[config.mk]
export PLATFORM = sky130hd
export DESIGN_NAME = tma_queue
export DESIGN_NICKNAME = d
export VERILOG_FILES = /design/src/sv/tma_pkg.sv /design/src/sv/tma_queue.sv
export SDC_FILE = /design/constraint.sdc
export NUM_CORES = 1
export LEC_CHECK = 0
export ABC_AREA = 1
export BUFFER_PORTS_ARGS = -buffer_cell sky130_fd_sc_hd__buf_2
export CAP_MARGIN = 10
export CORE_UTILIZATION = 50
export CTS_CLUSTER_DIAMETER = 30
export DETAILED_ROUTE_END_ITERATION = 7
export PLACE_DENSITY = 0.68
export SYNTH_ARGS = -nofsm -noshare
export SYNTH_HDL_FRONTEND = slang
export SYNTH_SLANG_ARGS = --single-unit
export TNS_END_PERCENT = 30
[constraint.sdc]
create_clock -name clk -period 3.6 [get_ports clk]
set_input_delay 0.9 -clock clk [delete_from_list [all_inputs] [get_ports clk]]
set_output_delay 0.9 -clock clk [all_outputs]
set_load 0.03 [all_outputs]
[src/sv/tma_pkg.sv]
package tma_pkg;

  // Width of the window length register.
  localparam int CFG_W = 9;

  // Depth of the queue between the front and the divider.
  localparam int Q_DEPTH = 4;
  localparam int Q_PTR_W = 2;

  typedef struct packed {
    logic               empty;
    logic [Q_PTR_W:0]   count;
  } tma_qstat_t;

endpackage

[src/sv/tma_queue.sv]
module tma_queue
  import tma_pkg::*;
#(
  parameter int DW = 24
) (
  input  logic          clk,
  input  logic          rst_n,
  input  logic          push,
  input  logic [DW-1:0] push_data,
  input  logic          pop,
  output logic [DW-1:0] pop_data,
  output tma_qstat_t    qstat
);

  logic [DW-1:0]      mem_r [Q_DEPTH];
  logic [Q_PTR_W-1:0] wr_ptr_r;
  logic [Q_PTR_W-1:0] rd_ptr_r;
  logic [Q_PTR_W:0]   cnt_r;
  logic [Q_PTR_W:0]   cnt_nxt;

  always_comb begin
    cnt_nxt = cnt_r;
    if (push && !pop) begin
      cnt_nxt = cnt_r + 1'b1;
    end else if (pop && !push) begin
      cnt_nxt = cnt_r - 1'b1;
    end
  end

  always_ff @(posedge clk) begin
    if (!rst_n) begin
      wr_ptr_r <= '0;
      rd_ptr_r <= '0;
      cnt_r    <= '0;
    end else begin
      if (push) begin
        mem_r[wr_ptr_r] <= push_data;
        wr_ptr_r        <= wr_ptr_r + 1'b1;
      end
      if (pop) begin
        rd_ptr_r <= rd_ptr_r + 1'b1;
      end
      cnt_r <= cnt_nxt;
    end
  end

  assign pop_data    = mem_r[rd_ptr_r];
  assign qstat.empty = (cnt_r == '0);
  assign qstat.count = cnt_r;

`ifndef SYNTHESIS
  a_no_overflow: assert property (@(posedge clk) disable iff (!rst_n)
    !(push && !pop && cnt_r == (Q_PTR_W+1)'(Q_DEPTH)))
    else $error("queue written while full");

  a_no_underflow: assert property (@(posedge clk) disable iff (!rst_n)
    pop |-> cnt_r != '0)
    else $error("queue read while empty");

  a_count_track: assert property (@(posedge clk) disable iff (!rst_n)
    (push && !pop) |=> cnt_r == $past(cnt_r) + 1'b1)
    else $error("queue count did not follow a write");

  a_count_pop: assert property (@(posedge clk) disable iff (!rst_n)
    (pop && !push) |=> cnt_r == $past(cnt_r) - 1'b1)
    else $error("queue count did not follow a read");
`endif

endmodule

==> impl_metrics.csv <==
group,metric,value,unit
detailed_routing,avgViaCountPerCell,5.257,
detailed_routing,drt_iter0_drc,109,
synthesis,yosysWarnings,0,
worst_setup_path,arrival,1.88,ns
synthesis,netlist-cell-type-count,21,
floorplanning,initial_standard_cell_utilization_of_the_core,0.5284,
power,leakage,1.701,nW
power,power_switching_share,0.2466,
clock_network,cts_repair_resize_count,0,
sta,setup-violations-final,0,
synthesis,yosysSeqAreaShare,0.7349,
sta,whs,0.4600,ns
synthesis,synthesis.area,4168,um2
final_layout,mostFrequentLayoutCell,"sky130_fd_sc_hd__edfxtp_1",
clock_network,clock_tree.htree_level_count,3,
global_routing,grt_util_all_layers,0.1810,
floorplanning,core_region_area,7888,um2
clock_network,cts_inserted_buffers,9,
place,dpl-instance-area,4569,um2
detailed_routing,ant_nets,0,
sta,hold_violations,0,
power,switchingPower,0.6056,mW
worst_setup_path,worstPathCellList,"buf_4 > o21ai_0 > o22ai_1 > buf_2",
final_layout,area_growth,14.68,%
clock_network,clockRootBuffer,"sky130_fd_sc_hd__clkbuf_8",
worst_setup_path,worst_ep_required_time,2.70,ns
global_routing,grt_pass1_vias,2350,
final_layout,drive_above_1_share,0.3446,
floorplanning,die_w,93.30,um
sta,totalNegativeSetupSlack,0,ns
power,power_density_of_the_placed_cells,513.8,nW/um2
worst_setup_path,worstSetupStartpointType,"flop",
worst_setup_path,worst_path_max_delay_cell,"sky130_fd_sc_hd__dfxtp_1",
worst_setup_path,reg2reg_to,"mem_r[3][7]$_DFFE_PP_",
synthesis,synth.area.mux_share,0,
sta,max_clock_freq,360.1,MHz
detailed_routing,vias,2397,
sta,max_slew.worst_pin.slew,0.6316,ns
worst_setup_path,critical_path_class,"reg2out",
power,power.total,2.456,mW
place,place_hpwl,4.455,mm
sta,max-slew-margin-rel,0.5785,
sta,post_route_fraction_of_the_period_consumed_by_the_critical_path,0.7715,
power,share_clk_of_total_power,0.308,
final_layout,num_antenna_cells,0,
sta,timing.final.max_slew_violations,0,
global_routing,gr-total-overflow,0,
power,seq_power_share,0.564,
global_routing,grt-busiest-layer,"met2",
floorplanning,design.die.area,8705,um2
synthesis,avgSynthCellArea,14.37,um2
synthesis,xor_xnor_share_of_the_synthesized_area,0,
global_routing,grt_met1_usage,0.2237,
worst_setup_path,rrSetupSlack,1.99,ns
detailed_routing,drtPass1Iterations,4,
synthesis,gate_count_after_technology_mapping,290,
clock_network,ctsLongestPathBuffers,2,
clock_network,cts_post_setup_buffers_inserted,0,
final_layout,mostFrequentLayoutCells,"sky130_fd_sc_hd__edfxtp_1 (96), sky130_fd_sc_hd__buf_2 (55), sky130_fd_sc_hd__o21ai_0 (50)",
clock_network,tritoncts,"done",
clock_network,clkLatencyLatePin,0.36,ns
detailed_routing,detail_route.drc_violations,0,
min_path,worst_hold_startpoint,"rd_ptr_r[1]$_SDFFE_PN0P_",
worst_setup_path,slowest_stage_delay_cp,0.65,ns
worst_setup_path,worst_r2r_path_depth,4,
floorplanning,design.portCount,56,
power,power.internal,1.850,mW
global_routing,grt_antenna_before_repair,0,
worst_setup_path,r2r-start,"wr_ptr_r[1]$_SDFFE_PN0P_",
min_path,holdPathStages,1,
clock_network,cts.clk_slew.worst_paths,0.09,ns
final_layout,finalInstanceArea,4780,um2
synthesis,synth_compound_gate_area_share,0.1357,
synthesis,count_of_state_elements_after_synthesis,105,
flow_run,maxCapViolations,0,
synthesis,synthAdderAreaFrac,0.01981,
floorplanning,floorplan.die.height,93.30,um
final_layout,final_cell_utilization_of_the_core,0.6060,
clock_network,post_cts_hold_buffer_count,0,
synthesis,basic_gate_share_of_the_synthesized_area_counting_and_or_nand_and_nor_cells,0.07265,
detailed_routing,avgRoutedWirePerCell,15.76,um
worst_setup_path,critPathMaxFanout,13,
worst_setup_path,cp_endpoint_kind,"primary output",
min_path,worst_hold_path_type,"reg2reg",
final_layout,nNetsFinal,383,
clock_network,sinks_on_the_clock_net,105,
floorplanning,standard_cell_rows,32,
place,globalplace.congestion,0.7192,
synthesis,postSynthNetCount,324,
global_routing,maximum_number_of_pins_on_one_net_before_global_route_repair,49,
sta,fin_crit,2.777,ns
sta,worst_clock_skew,0.005400,ns
power,power.share.combinational,0.128,
place,port_buffers,55,
synthesis,synth_top_family_by_area,"compound AO/OA/AOI/OAI gates",
min_path,hold-path-endpoint,"rd_ptr_r[1]$_SDFFE_PN0P_",
global_routing,first_pass_grt_wire_length,11.37,mm
status,status,"complete, no violations",
power,vdd_ir_drop_max,0.3232,mV
sta,rsz_0062_raised_after_global_routing,"false",
global_routing,gr-usage-met3,0.03333,
detailed_routing,route.final.wire_length,7.185,mm
global_routing,grt.met2_usage,0.3058,
power by group through the flow:
stage               clock network, mW  logic, mW  registers [mW]
floorplan                           0      0.214            1.42
global placement                    0      0.314            1.41
detailed placement                  0      0.318            1.41
CTS                             0.771      0.319            1.38
global route                    0.818      0.343            1.39
finish                          0.757      0.315            1.38
worst max-delay path by stage:
| stage | start | end | slack [ns] |
|---|---|---|---|
| after global routing | flop | pop_data[23] | 0.69 |
| after detailed placement | flop | pop_data[18] | 1.21 |
| after CTS | flop | pop_data[18] | 0.80 |
| after global placement | flop | pop_data[23] | 1.28 |
| after floorplan | rst_n | mem_r[0][0]$_DFFE_PP_ | 1.18 |
| final | flop | pop_data[23] | 0.82 |
sequential cells by signal, summed over array words and instances (netlist names), named ones only:
register / cells
cnt_r: 3
wr_ptr_r: 2
mem_r: 96
rd_ptr_r: 2
worst max-delay path: cells and delay by family (launching register included):
| kind | cells | cell delay (ns) |
|---|---|---|
| compound gates | 2 | 0.34 |
| buf+inv | 2 | 0.53 |
| flops | 1 | 0.65 |
kinds of logic (layout without fill, tap and decap cells):
| family | after synthesis | count (layout) |
|---|---|---|
| AO/OA/AOI/OAI | 82 | 82 |
| adder cells (fa/ha/maj) | 6 | 6 |
| buffers and inverters | 31 | 95 |
| flip-flops | 105 | 105 |
| AND/OR/NAND/NOR | 66 | 66 |
final cells by class:
type,count,area (um2)
tap,102,127.6
multi-input combinational,154,960.9
inverter,17,63.81
clock buffer,10,127.6
sequential,105,3064
fill,610,3108
timing repair buffer,62,352.8
clock inverter,6,82.58
metrics by stage:
stage	instances	worst slack (ns)
after floorplan	290	1.178
after global placement	440	1.285
after detailed placement	440	1.210
after CTS	456	0.7960
after global routing	456	0.6945
final	456	0.8226
cells in the mapped netlist, drive strengths merged:
master,number,share of area
nand3,1,0.0012
nand4,1,0.0015
clkbuf,1,0.00090
nor2,57,0.063
a21oi,4,0.0048
dfxtp,9,0.043
o21ai,54,0.065
inv,17,0.015
nand2,6,0.0054
buf,13,0.021
nor3,1,0.0012
edfxtp,96,0.69
ha,5,0.015
o22ai,24,0.066
fa,1,0.0048
routing by layer:
metal,wire (um),vias to the layer above
met4,121,0
met1,3217,1157
met5,0,-
li1,-,1174
met2,3548,56
met3,297,10
Note: power is estimated with default switching activity, not from simulation.
