===== src/sv/tma_pkg.sv =====
package tma_pkg;

  // Width of the window length register.
  localparam int CFG_W = 9;

  // Depth of the queue between the front and the divider.
  localparam int Q_DEPTH = 4;
  localparam int Q_PTR_W = 2;

  typedef struct packed {
    logic               empty;
    logic [Q_PTR_W:0]   count;
  } tma_qstat_t;

endpackage


===== src/sv/tma_front.sv =====
module tma_front
  import tma_pkg::*;
#(
  parameter int MAX_WINDOW  = 256,
  parameter int SAMPLE_BITS = 16,
  parameter int LEN_W       = 9,
  parameter int SUM_W       = 24
) (
  input  logic                   clk,
  input  logic                   rst_n,
  input  logic                   in_valid,
  output logic                   in_stall,
  input  logic [SAMPLE_BITS-1:0] in_sample,
  input  logic                   in_start_req,
  input  logic                   clear,
  input  logic [LEN_W-1:0]       len,
  input  tma_qstat_t             qstat,
  output logic                   push,
  output logic [SUM_W-1:0]       push_data
);

  localparam int AW = (MAX_WINDOW > 1) ? $clog2(MAX_WINDOW) : 1;

  logic [SAMPLE_BITS-1:0] hist_r [MAX_WINDOW];
  logic [SAMPLE_BITS-1:0] rd_r;
  logic [AW-1:0]          wp_r;
  logic [AW-1:0]          wp_nxt;
  logic [LEN_W-1:0]       fill_r;
  logic [LEN_W-1:0]       fill_eff;
  logic [LEN_W-1:0]       fill_nxt;
  logic                   full;
  logic                   acc;
  logic [LEN_W:0]         old_tmp;
  logic [AW-1:0]          old_addr;

  logic                   s2_v_r;
  logic                   s2_start_r;
  logic                   s2_full_r;
  logic                   s2_emit_r;
  logic [SAMPLE_BITS-1:0] s2_sample_r;
  logic [SUM_W-1:0]       sum_r;
  logic [SUM_W-1:0]       sum_nxt;
  logic [Q_PTR_W:0]       pending;

  // Keep a slot free for the beat that is still in the second stage.
  assign pending  = qstat.count + (Q_PTR_W+1)'(s2_v_r && s2_emit_r);
  assign in_stall = (pending >= (Q_PTR_W+1)'(Q_DEPTH));
  assign acc      = in_valid && !in_stall;

  always_comb begin
    fill_eff = in_start_req ? '0 : fill_r;
    full     = (fill_eff >= len);
    fill_nxt = full ? len : fill_eff + 1'b1;
    wp_nxt   = (wp_r == AW'(MAX_WINDOW - 1)) ? '0 : wp_r + 1'b1;
    old_tmp  = (LEN_W+1)'(wp_r) + (LEN_W+1)'(MAX_WINDOW) - (LEN_W+1)'(len);
    if (old_tmp >= (LEN_W+1)'(MAX_WINDOW)) begin
      old_tmp = old_tmp - (LEN_W+1)'(MAX_WINDOW);
    end
    old_addr = AW'(old_tmp);
  end

  // The read sees the entry before this beat's write, which matters when the
  // window spans the whole delay line.
  always_ff @(posedge clk) begin
    if (acc) begin
      rd_r         <= hist_r[old_addr];
      hist_r[wp_r] <= in_sample;
    end
  end

  always_ff @(posedge clk) begin
    if (!rst_n) begin
      wp_r   <= '0;
      fill_r <= '0;
      s2_v_r <= 1'b0;
    end else begin
      s2_v_r <= acc;
      if (clear) begin
        fill_r <= '0;
      end else if (acc) begin
        fill_r <= fill_nxt;
        wp_r   <= wp_nxt;
      end
    end
  end

  always_ff @(posedge clk) begin
    if (acc) begin
      s2_sample_r <= in_sample;
      s2_start_r  <= in_start_req;
      s2_full_r   <= full;
      s2_emit_r   <= (fill_nxt == len);
    end
  end

  always_comb begin
    sum_nxt = s2_start_r ? '0 : sum_r;
    if (s2_full_r) begin
      sum_nxt = sum_nxt - SUM_W'(rd_r);
    end
    sum_nxt = sum_nxt + SUM_W'(s2_sample_r);
  end

  always_ff @(posedge clk) begin
    if (!rst_n) begin
      sum_r <= '0;
    end else if (clear) begin
      sum_r <= '0;
    end else if (s2_v_r) begin
      sum_r <= sum_nxt;
    end
  end

  assign push      = s2_v_r && s2_emit_r;
  assign push_data = sum_nxt;

endmodule


===== config.mk =====
export PLATFORM = sky130hd
export DESIGN_NAME = tma_front
export DESIGN_NICKNAME = d
export VERILOG_FILES = /design/src/sv/tma_pkg.sv /design/src/sv/tma_front.sv
export SDC_FILE = /design/constraint.sdc
export NUM_CORES = 2
export LEC_CHECK = 0
export BUFFER_PORTS_ARGS = -buffer_cell sky130_fd_sc_hd__buf_2
export CORE_AREA = 3 3 643 645
export DETAILED_ROUTE_END_ITERATION = 8
export DIE_AREA = 0 0 646 648
export GPL_TIMING_DRIVEN = 0
export MAX_ROUTING_LAYER = met4
export PLACE_DENSITY_LB_ADDON = 0.05
export SLEW_MARGIN = 25
export SYNTH_ARGS = -nofsm -noshare
export SYNTH_HDL_FRONTEND = slang
export SYNTH_SLANG_ARGS = --single-unit

===== constraint.sdc =====
create_clock -name clk -period 10.26 [get_ports clk]
set_clock_uncertainty 0.05 [all_clocks]
set_input_delay 1.026 -clock clk [delete_from_list [all_inputs] [get_ports clk]]
set_output_delay 1.026 -clock clk [all_outputs]
set_load 0.005 [all_outputs]

==> flow_metrics.env <==
export IMPL_status="finished, final reports clean"
export IMPL_instances_no_fill=13418
export IMPL_vias=76515
export IMPL_endpoint_kind="output port"
export IMPL_fin_ws_ps=2280
export IMPL_cellPowerDensity_nw_per_um2=203
export IMPL_syn_cell_area_um2=163000
export IMPL_layout_nets=7667
export IMPL_fin_setup_tns_ps=0
export IMPL_dp_hpwl_um=331000
export IMPL_yosys_top_cells_area="edfxtp_1 (76%), mux4_2 (18%), mux2i_1 (1.7%)"
export IMPL_drt_iter0_drc=8054
export IMPL_grtUsageTotal_pct=24.2
export IMPL_cts_setup_buffers=0
export IMPL_numCtsBuffers=451
export IMPL_period_share_pct=77.8
export IMPL_holdCritPathClass="input pin to flop"
export IMPL_row_count=235
export IMPL_dieArea_um2=419000
export IMPL_worstPathRequired_ps=9180
export IMPL_ctsLongestPathBuffers=4
export IMPL_synth_largest_area_cell="edfxtp_1"
export IMPL_ys_ff_latch=4173
export IMPL_numPortBuffers=58
export IMPL_gp_congestion=0.857
export IMPL_route_final_wire_length_um=491000
export IMPL_grt_pass1_wl_um=671000
export IMPL_drc=0
export IMPL_hold_buffers=0
export IMPL_synth_edf_count=4131
export IMPL_avgSynthCellArea_um2=23.5
export IMPL_cp_arrival_ps=6900
export IMPL_pre_cts_ws_ps=2110
export IMPL_slowest_stage="a221oi_1"
export IMPL_syn_instance_count=6921
export IMPL_firstDrtPassIters=5
export IMPL_setup_viol=0
export IMPL_dp_cells=12570
export IMPL_cts_resized=0
export IMPL_initial_core_util_pct=39.9
export IMPL_io_pins=60
export IMPL_cts_tree="done"
export IMPL_syn_to_final_growth_pct=16.5
export IMPL_synth_ff_type="edfxtp_1"
export IMPL_die_y_um=648
export IMPL_yosysWarnings=0
export IMPL_crit_path_start_kind="flop"
export IMPL_drtAntennaViolNets=0
export IMPL_yosysSeqAreaShare_pct=76.7
export IMPL_utilization_pct=46.4
export IMPL_clk_pin_slew_ps=60
export IMPL_htreeDepth=5
export IMPL_path_cells="buf_2 > buf_1 > clkbuf_1 > nor2b_1 > ha_1 > a211oi_1 > nor3_1 > a211o_1 > a21boi_1 > xnor2_1 > mux2_2 > ha_1 > nand4_1 > a21oi_1 > a21oi_1 > o21ai_0 > a221oi_1 > nor3_1 > nand3_1 > xnor2_1 > buf_2"
export IMPL_final_layout_size_suffix_gt1_share_pct=33.0
export IMPL_wl_per_cell_um=36.6
export IMPL_fmax_mhz=125
export IMPL_overflow=0
export IMPL_synth_cell_types=60
export IMPL_n_fill_cell=34006
export IMPL_tightest_slew_ps=1130
export IMPL_final_common_cell="edfxtp_1"
export IMPL_async_flop_share_pct=0
export IMPL_crit_type="flop to output port"
export IMPL_cts_sinks=4173
export IMPL_first_global_vias=78011
export IMPL_p_leak_nw=58.9
export IMPL_clockRootBuffer="clkbuf_16"
export IMPL_relSlewSlack_pct=22.7
export IMPL_timing_final_hold_violations=0
export IMPL_max_vdd_ir_drop_mv=0.144
export IMPL_slowest_delay_ps=580
export IMPL_grt_start_max_net_pins=107
export IMPL_vias_per_cell=5.70
export IMPL_synth_nets=7013
export IMPL_core_area_um2=409000
export IMPL_antenna_found_initial=41
export IMPL_clk_latency_ps=1000
export IMPL_layout_cells_most_common_list="edfxtp_1 (4131), mux4_2 (1280), clkbuf_16 (460)"
export IMPL_worstPathMaxFanout=10
export IMPL_drv_cap=0
export IMPL_synth_top_area_share_pct=76.2
export IMPL_grt_setup_unrepaired="no"
export IMPL_period_needed_ps=7980
export IMPL_drv_slew=0
export IMPL_die_width_um=646
-- critical path, delay by kind of cell (launching register included) --
kind,cells,cell delay [ps]
compound gates,7,2370
buf+inv,4,1230
fa+ha+maj,2,770
simple gates,5,670
flops,1,320
mux,1,310
xor+xnor,2,260
-- power breakdown --
| group | internal (mW) | switching [mW] |
|---|---|---|
| registers | 18.8 | 0.00845 |
| logic | 1.47 | 2.45 |
| clock network | 9.16 | 6.69 |
-- cell families (layout without fill, tap and decap cells) --
logic type / Yosys count / count (layout) / synth area share (%)
compound gates: 165 / 165 / 0.669
xor+xnor: 62 / 62 / 0.333
fa+ha+maj: 58 / 58 / 0.459
buf+inv: 416 / 1443 / 1.13
flops: 4173 / 4173 / 76.7
mux: 1559 / 1559 / 19.4
other cells: 0 / 19 / 0
simple gates: 488 / 488 / 1.30
-- metal layers --
metal / vias up / GRT usage, % / part of all wire [%]
met5: - / - / 0
met4: 0 / 7.24 / 3.5
met3: 647 / 3.79 / 5.7
met2: 2377 / 38.3 / 49
met1: 42462 / 32.5 / 42
li1: 31029 / - / -
-- flip-flops by register name (all words and copies together) (netlist names) --
name and count:
fill_r 9, hist_r 4096, rd_r 16, s2_emit_r 1, s2_full_r 1, s2_sample_r 16
s2_start_r 1, s2_v_r 1, sum_r 24, wp_r 8
-- synth_stat cells, types with 5 or more instances --
master,count
xnor2_1,46
mux2i_1,269
mux4_2,1280
buf_1,8
and2_1,8
buf_6,5
o21a_1,5
nand2_1,48
and3_1,8
buf_2,133
a211oi_1,5
ha_1,55
nor3_1,10
nand3_1,40
nand4_1,7
inv_1,47
dfxtp_1,42
nor2_1,306
o22ai_1,6
nand2b_1,10
xor2_1,16
clkbuf_1,201
edfxtp_1,4131
a21o_1,19
a21oi_1,47
o21bai_1,8
buf_4,22
mux2_2,10
o21ai_0,29
nor2b_1,40
-- worst paths after layout --
kind                    from       endpoint  slack (ps)  cells after the start
setup / recovery  s2_start_r  push_data[21]        2280                     21
hold reg to reg     sum_r[4]       sum_r[4]         440                      2
setup reg to reg     wp_r[0]        rd_r[3]        2850                     14
hold / removal      in_valid         s2_v_r         250                      2
-- cell type report --
type,instances,area [um2],area share [%]
timing repair buffer,201,3690,1.95
buffer,369,1790,0.943
sequential,4173,125000,65.8
inverter,47,176,0.0930
tap,5451,6820,3.59
antenna,19,47.5,0.0251
clock buffer,546,11800,6.24
clock inverter,280,2450,1.29
multi-input combinational,2332,38100,20.1
-- per-stage QoR --
step | power, mW | hold WS, ps | cell area [um2]
2_1_floorplan | 21.1 | 394 | 163000
3_3_place_gp | 23.1 | 423 | 170000
3_5_place_dp | 23.1 | 420 | 175000
4_1_cts | 38.9 | 143 | 190000
5_1_grt | 39.7 | 196 | 190000
6_report | 38.5 | 249 | 190000
Power figures use the tool's default switching activity.
