## src/sv/tma_pkg.sv

```systemverilog
package tma_pkg;

  // Width of the window length register.
  localparam int CFG_W = 9;

  // Depth of the queue between the front and the divider.
  localparam int Q_DEPTH = 4;
  localparam int Q_PTR_W = 2;

  typedef struct packed {
    logic               empty;
    logic [Q_PTR_W:0]   count;
  } tma_qstat_t;

endpackage

```

## src/sv/tma_div_back.sv

```systemverilog
module tma_div_back
  import tma_pkg::*;
#(
  parameter int SAMPLE_BITS = 16,
  parameter int LEN_W       = 9,
  parameter int SUM_W       = 24
) (
  input  logic                   clk,
  input  logic                   rst_n,
  input  logic [LEN_W-1:0]       len,
  input  tma_qstat_t             qstat,
  input  logic [SUM_W-1:0]       pop_data,
  output logic                   pop,
  output logic                   out_valid,
  input  logic                   out_stall,
  output logic [SAMPLE_BITS-1:0] out_average
);

  localparam int STEP_W = $clog2(SAMPLE_BITS + 1);

  typedef enum logic [1:0] {
    B_IDLE,
    B_RUN,
    B_DONE
  } bstate_t;

  bstate_t                state_r;
  logic [LEN_W-1:0]       rem_r;
  logic [SAMPLE_BITS-1:0] quo_r;
  logic [STEP_W-1:0]      step_r;
  logic                   out_valid_r;
  logic [SAMPLE_BITS-1:0] out_average_r;

  logic [LEN_W:0]         trial;
  logic                   ge;
  logic [LEN_W-1:0]       rem_nxt;
  logic [SAMPLE_BITS:0]   quo_ext;
  logic [SAMPLE_BITS-1:0] quo_nxt;

  // Restoring division, one quotient bit a cycle. The quotient fits the
  // sample width, so the bits above it start as the partial remainder.
  always_comb begin
    trial   = {rem_r, quo_r[SAMPLE_BITS-1]};
    ge      = (trial >= {1'b0, len});
    rem_nxt = ge ? LEN_W'(trial - {1'b0, len}) : LEN_W'(trial);
    quo_ext = {quo_r, ge};
    quo_nxt = quo_ext[SAMPLE_BITS-1:0];
  end

  assign pop = (state_r == B_IDLE) && !qstat.empty;

  always_ff @(posedge clk) begin
    if (!rst_n) begin
      state_r     <= B_IDLE;
      out_valid_r <= 1'b0;
    end else begin
      if (state_r == B_DONE && (!out_valid_r || !out_stall)) begin
        out_valid_r <= 1'b1;
      end else if (!out_stall) begin
        out_valid_r <= 1'b0;
      end
      case (state_r)
        B_IDLE: begin
          if (!qstat.empty) begin
            rem_r   <= LEN_W'(pop_data >> SAMPLE_BITS);
            quo_r   <= pop_data[SAMPLE_BITS-1:0];
            step_r  <= '0;
            state_r <= B_RUN;
          end
        end
        B_RUN: begin
          rem_r  <= rem_nxt;
          quo_r  <= quo_nxt;
          step_r <= step_r + 1'b1;
          if (step_r == STEP_W'(SAMPLE_BITS - 1)) begin
            state_r <= B_DONE;
          end
        end
        B_DONE: begin
          if (!out_valid_r || !out_stall) begin
            out_average_r <= quo_r;
            state_r       <= B_IDLE;
          end
        end
        default: begin
          state_r <= B_IDLE;
        end
      endcase
    end
  end

  assign out_valid   = out_valid_r;
  assign out_average = out_average_r;

endmodule

```

## config.mk

```make
export PLATFORM = sky130hd
export DESIGN_NAME = tma_div_back
export DESIGN_NICKNAME = d
export VERILOG_FILES = /design/src/sv/tma_pkg.sv /design/src/sv/tma_div_back.sv
export SDC_FILE = /design/constraint.sdc
export NUM_CORES = 1
export LEC_CHECK = 0
export ABC_AREA = 0
export ABC_CLOCK_PERIOD_IN_PS = 3000
export BUFFER_PORTS_ARGS = -buffer_cell sky130_fd_sc_hd__buf_4
export CAP_MARGIN = 20
export CORE_AREA = 2 2 75 77
export CTS_CLUSTER_SIZE = 28
export DETAILED_ROUTE_END_ITERATION = 8
export DIE_AREA = 0 0 77 79
export GPL_TIMING_DRIVEN = 0
export HOLD_SLACK_MARGIN = 0.06
export PLACE_DENSITY = 0.68
export SYNTH_ARGS = -nofsm -noshare
export SYNTH_HDL_FRONTEND = slang
export SYNTH_SLANG_ARGS = --single-unit
```

## constraint.sdc

```tcl
create_clock -name clk -period 3 [get_ports clk]
set_input_delay 0.6 -clock clk [delete_from_list [all_inputs] [get_ports clk]]
set_output_delay 0.6 -clock clk [all_outputs]
set_load 0.05 [all_outputs]
```

==> metrics.txt, run 1 <==
die width 77 µm; Max Clk Rate 360 MHz; DP Area 0.00300 mm²; endpoints failing hold 0; DRT iter0 DRCs 82; clock transition at the registers of the reported paths 90 ps; Post-Syn Area 0.00248 mm²; Die Footprint 0.00608 mm²; final setup vio count 0; initial antenna violation count 0; CTS resizes 0; CTS root buffer clkbuf_8; Nets 334; Starting Density 46.4%; most common cell after layout, fill and taps aside nand2_1; Final Slew Violations 0; via count 1748; Pwr Density 488 mW/mm²; critical path cell sequence inv_1 > ha_1 > inv_1 > fa_1 > a211oi_4 > o31ai_4 > a211oi_4 > buf_6 > mux2i_1 > o21ai_1; leakage power 1.32 nW; post-route minimum period 2770 ps; layout cells sized above 1 25.1%; first-pass GRT wire length 8160 µm; Antenna Cells 0; Max FO, Critical Path 10; Synth-to-Final Area Change 24.8%; worst skew pair latency 300 ps; Max Cap Viol 0; outcome completed; Wirelength per Cell 13.2 µm; Setup Crit Path Kind reg -> reg; row cnt 27; Async SR Flop Fraction 0%; average footprint of a synthesized cell 11.3 µm²; synthesized netlist net count 272; PnR worst setup slack 226 ps; hold crit path type reg -> reg; Placement Setup Slack 1.82 ps; Chip Height 79 µm; largest net degree at the start of global routing 19; setup TNS 0 ps; worst clock skew 5.44 ps; port bufs 54; drc violations 0; Post-Route WL 4690 µm; first-pass detailed-route iteration total 4; Final HPWL DP 3450 µm; Primary FF master, synth edfxtp_1; EDFF count, synth 46; core area 0.00534 mm²; Peak supply drop 0.302 mV; Netlist cell types 40; GRT Total Usage 17.1%; htree depth 2; DR vias/cell 4.92; Yosys reg bits 49; most frequent cells in the layout 57 x nand2_1, 54 x buf_4, 46 x edfxtp_1; # IOs 58; critical path's largest stage delay 440 ps; Rel. slew slack 40.3%; ANT nets after route 0; post-layout instance area 0.00309 mm²; grt total ovfl 0; CTS Buf Count 5; vias in the first global route 1777; RSZ-0062 raised after global routing false; slowest CP cell fa_1; hold buffers post-CTS 0; YS warnings 0; Worst EP required 3050 ps; area occupied by multi-input gates 947 µm²; sequential cell area 0.00144 mm²; filler cell count 505; clock sink count 49; Worst-Margin Slew 896 ps; endpoint class of the critical path flop; Critical Path AT 2820 ps; Syn Inst Count 220; Clock Tree Buf Depth 2; sequential area share after synthesis 58.2%; Startpoint Class flop; CTS tree built; gpl congestion 0.741; Tcrit/Tclk final 92.5%; Post-CTS Setup Bufs 0
==> sequential cells by signal (all words and copies together) (netlist names) <==
signal       count
rem_r            9
out_valid        1
state_r          2
quo_r           16
step_r           5
out_average     16
==> synth_stat cells, drive strengths merged, types with 2 or more instances <==
| cell type | n | share of area (%) |
|---|---|---|
| nand2 | 57 | 8.6 |
| edfxtp | 46 | 56 |
| ha | 11 | 5.6 |
| inv | 11 | 1.7 |
| nor2 | 11 | 1.7 |
| a21oi | 10 | 2.2 |
| nand3 | 8 | 1.6 |
| clkbuf | 6 | 0.91 |
| mux2i | 6 | 2.4 |
| o21ai | 5 | 1.0 |
| nor2b | 4 | 1.0 |
| xor2 | 4 | 1.4 |
| buf | 3 | 1.1 |
| dfxtp | 3 | 2.4 |
| nand2b | 3 | 0.76 |
| nand3b | 3 | 0.91 |
| nor3 | 3 | 0.61 |
| xnor2 | 3 | 1.1 |
| a211oi | 2 | 1.6 |
| a21o | 2 | 0.61 |
| and3 | 2 | 0.51 |
| o21a | 2 | 0.61 |
==> per-layer routing <==
| layer | share of wire [%] | global-route usage, % |
|---|---|---|
| met1 | 47 | 23.1 |
| met5 | 0 | 0 |
| met2 | 47 | 27.8 |
| met3 | 4.4 | 4.43 |
| met4 | 1.2 | 4.29 |
==> per-stage QoR <==
stage / power (W) / cells / hold WS (ps) / utilization, %
floorplan: 0.00103 / 220 / 426 / -
finish: 0.00151 / 355 / 456 / 57.9
CTS: 0.00152 / 355 / 457 / 57.9
global route: 0.00159 / 355 / 473 / 57.9
global placement: 0.00112 / 346 / 431 / 55.7
detailed placement: 0.00113 / 347 / 434 / 56.3
==> cell type report <==
| cell class | count | area share (%) |
|---|---|---|
| plain buffers | 9 | 1.62 |
| clock buffers | 6 | 2.35 |
| clock inverters | 2 | 0.446 |
| inverters | 11 | 1.34 |
| multi-input cells | 151 | 30.7 |
| flip-flops and latches | 49 | 46.7 |
| well taps | 72 | 2.92 |
| repair buffers | 55 | 14.0 |
==> worst max-delay path: cells and delay by family, from the launching register on <==
family	cells	cell delay, ps
AOI/OAI and AO/OA	4	970
adders and majority gates	2	600
buffers and inverters	3	340
DFF	1	410
muxes	1	200
==> worst paths after layout <==
check / startpoint / endpoint / slack [ps] / cells after the start
max: quo_r[15]$_DFFE_PP_ / rem_r[4]$_DFFE_PP_ / 230 / 10
min: quo_r[12]$_DFFE_PP_ / out_average[12]$_DFFE_PP_ / 460 / 0
max reg2reg: quo_r[15]$_DFFE_PP_ / rem_r[4]$_DFFE_PP_ / 230 / 10
min reg2reg: quo_r[12]$_DFFE_PP_ / out_average[12]$_DFFE_PP_ / 460 / 0
==> cell families after synthesis <==
family                     synth area share, %
AOI/OAI and AO/OA                         9.20
xor gates and xnor gates                  2.48
muxes                                     2.88
and+or+nand+nor                           17.2
adders and majority gates                 6.37
buffers and inverters                     3.69
DFF                                       58.2
==> where the power goes <==
part	total (W)	internal (W)	switching, W
Combinational	0.000300	0.000138	0.000163
Clock	0.000392	0.000167	0.000225
Sequential	0.000814	0.000796	0.0000179
Total	0.00151	0.00110	0.000406
(Power assumes the default switching activity.)
==> run 2: changes to the inputs <==
- ABC_CLOCK_PERIOD_IN_PS: 3000 -> 2940
- clock period: 3 -> 2.94 ns (I/O delays scaled with it)
==> run 2 against run 1 <==
  * Combinational power hardly changed
  * Sequential power up 2%
  * Global-route usage is 0.63 points lower
  * Final cell count did not move
  * Maximum frequency up 0.97%
  * Power is 7.5% higher
  * Critical path depth unchanged
  * Worst setup slack lost 33 ps
  * Via count decreased by 1.4%
  * Utilization up 0.35 points
  * Cell area rose by 0.61%
  * First-iteration DRC count is 8.5% higher
  * Highest routed layer unchanged
==> metrics.txt, run 2 (synthesis results as in run 1) <==
Worst-Margin Slew 902 ps (+6.48 ps); outcome completed; Nets 334 (unchanged); Post-CTS Setup Bufs 0 (unchanged); worst skew pair latency 300 ps (about the same); gpl congestion 0.793 (+7.0%); leakage power 1.33 nW (+0.79%); delay-heaviest family, CP compound AO/OA/AOI/OAI gates; port bufs 54 (unchanged); GRT Total Usage 16.5% (-0.63 points); row cnt 27 (unchanged); Max Clk Rate 364 MHz (+0.97%); Worst EP required 2990 ps (-60 ps); final setup vio count 0 (unchanged); endpoints failing hold 0 (unchanged); largest net degree at the start of global routing 18 (-1); post-layout instance area 0.00311 mm² (+0.61%); vias in the first global route 1680 (-5.5%); Startpoint Class flop; Die Footprint 0.00608 mm² (unchanged); Antenna Cells 0 (unchanged); hold crit path type reg -> reg; post-route minimum period 2750 ps (-26.5 ps); drc violations 0 (unchanged); Synth-to-Final Area Change 25.5%; CTS Buf Count 5 (unchanged); worst clock skew 2.66 ps (-2.78 ps); Chip Height 79 µm (unchanged); clock transition at the registers of the reported paths 90 ps (about the same); layout cells sized above 1 25.8% (+0.71 points); DP Area 0.00300 mm² (-0.25%); Wirelength per Cell 12.9 µm (-2.2%); die width 77 µm (unchanged); first-pass GRT wire length 7830 µm (-4.0%); most common cell after layout, fill and taps aside nand2_1; DRT iter0 DRCs 89 (+8.5%); CTS root buffer clkbuf_8; # IOs 58 (unchanged); Peak supply drop 0.248 mV (-18%); Final HPWL DP 3370 µm (-2.1%); CTS tree built; via count 1724 (-1.4%); ANT nets after route 0 (unchanged); Critical Path AT 2800 ps (-20 ps); htree depth 2 (unchanged); critical path's largest stage delay 430 ps (about the same); most frequent cells in the layout 57 x nand2_1, 54 x buf_4, 46 x edfxtp_1; Max Cap Viol 0 (unchanged); CTS resizes 0 (unchanged); Rel. slew slack 39.9% (-0.43 points); endpoint class of the critical path flop; Final Slew Violations 0 (unchanged); Clock Tree Buf Depth 2 (unchanged); Max FO, Critical Path 10 (unchanged); initial antenna violation count 0 (unchanged); Post-Route WL 4590 µm (-2.2%); flop2flop setup slack 190 ps (-30 ps); grt total ovfl 0 (unchanged); count of buffer and inverter cells on the critical path 3 (unchanged); slowest CP cell fa_1; Starting Density 46.4% (unchanged); core area 0.00534 mm² (unchanged); Pwr Density 521 mW/mm² (+6.8%); critical path cell sequence inv_1 > ha_1 > inv_1 > fa_1 > a211oi_4 > o31ai_4 > a211oi_4 > buf_6 > mux2i_1 > o21ai_1; DR vias/cell 4.86 (-1.4%); first-pass detailed-route iteration total 4 (unchanged); RSZ-0062 raised after global routing false; clock sink count 49 (unchanged); Tcrit/Tclk final 93.5% (+0.98 points); setup TNS 0 ps (unchanged); hold buffers post-CTS 0 (unchanged); Setup Crit Path Kind reg -> reg
## run 2: cell types whose count changed in the layout (fill, tap and decap cells not counted)
cell       delta
buf_16        -1
buf_8         +1
bufinv_16     +1
clkbuf_1      -1
nor3_1        -1
nor3_2        +1
## run 2: layout make-up
cell class | instances | area [µm²]
Clock inverter | 3 | 43.8
Buffer | 9 | 50.0
Tap cell | 72 | 90.1
Sequential cell | 49 | 1440
Inverter | 11 | 41.3
Clock buffer | 5 | 68.8
Timing Repair Buffer | 55 | 420
Fill cell | 485 | 2230
Multi-Input combinational cell | 151 | 952
## run 2: power breakdown
part | total, W | internal (W) | switching [W]
clock network | 0.000488 | 0.000255 | 0.000232
registers | 0.000830 | 0.000812 | 0.0000176
logic | 0.000302 | 0.000138 | 0.000164
total | 0.00162 | 0.00121 | 0.000414
## run 2: stage by stage
step	utilization [%]	total power (W)	cells	setup WS (ps)	hold WS (ps)
2_1_floorplan	-	0.00105	220	296	426
3_3_place_gp	55.8	0.00114	346	-32.0	430
3_5_place_dp	56.1	0.00115	347	-42.9	433
4_1_cts	58.2	0.00164	355	152	456
5_1_grt	58.2	0.00170	355	20.7	473
6_report	58.2	0.00162	355	193	456
## run 2: path summary, 6_finish.rpt
check,startpoint,end,cells after the start
setup / recovery,quo_r[15]$_DFFE_PP_,rem_r[6]$_DFFE_PP_,10
hold / removal,quo_r[13]$_DFFE_PP_,out_average[13]$_DFFE_PP_,0
setup reg to reg,quo_r[15]$_DFFE_PP_,rem_r[6]$_DFFE_PP_,10
hold reg to reg,quo_r[13]$_DFFE_PP_,out_average[13]$_DFFE_PP_,0
## run 2: layer usage
metal	GRT usage, %	routed length (µm)
met2	26.1	2090
met4	6.43	84
met1	22.2	2210
met3	3.64	201
met5	0	0
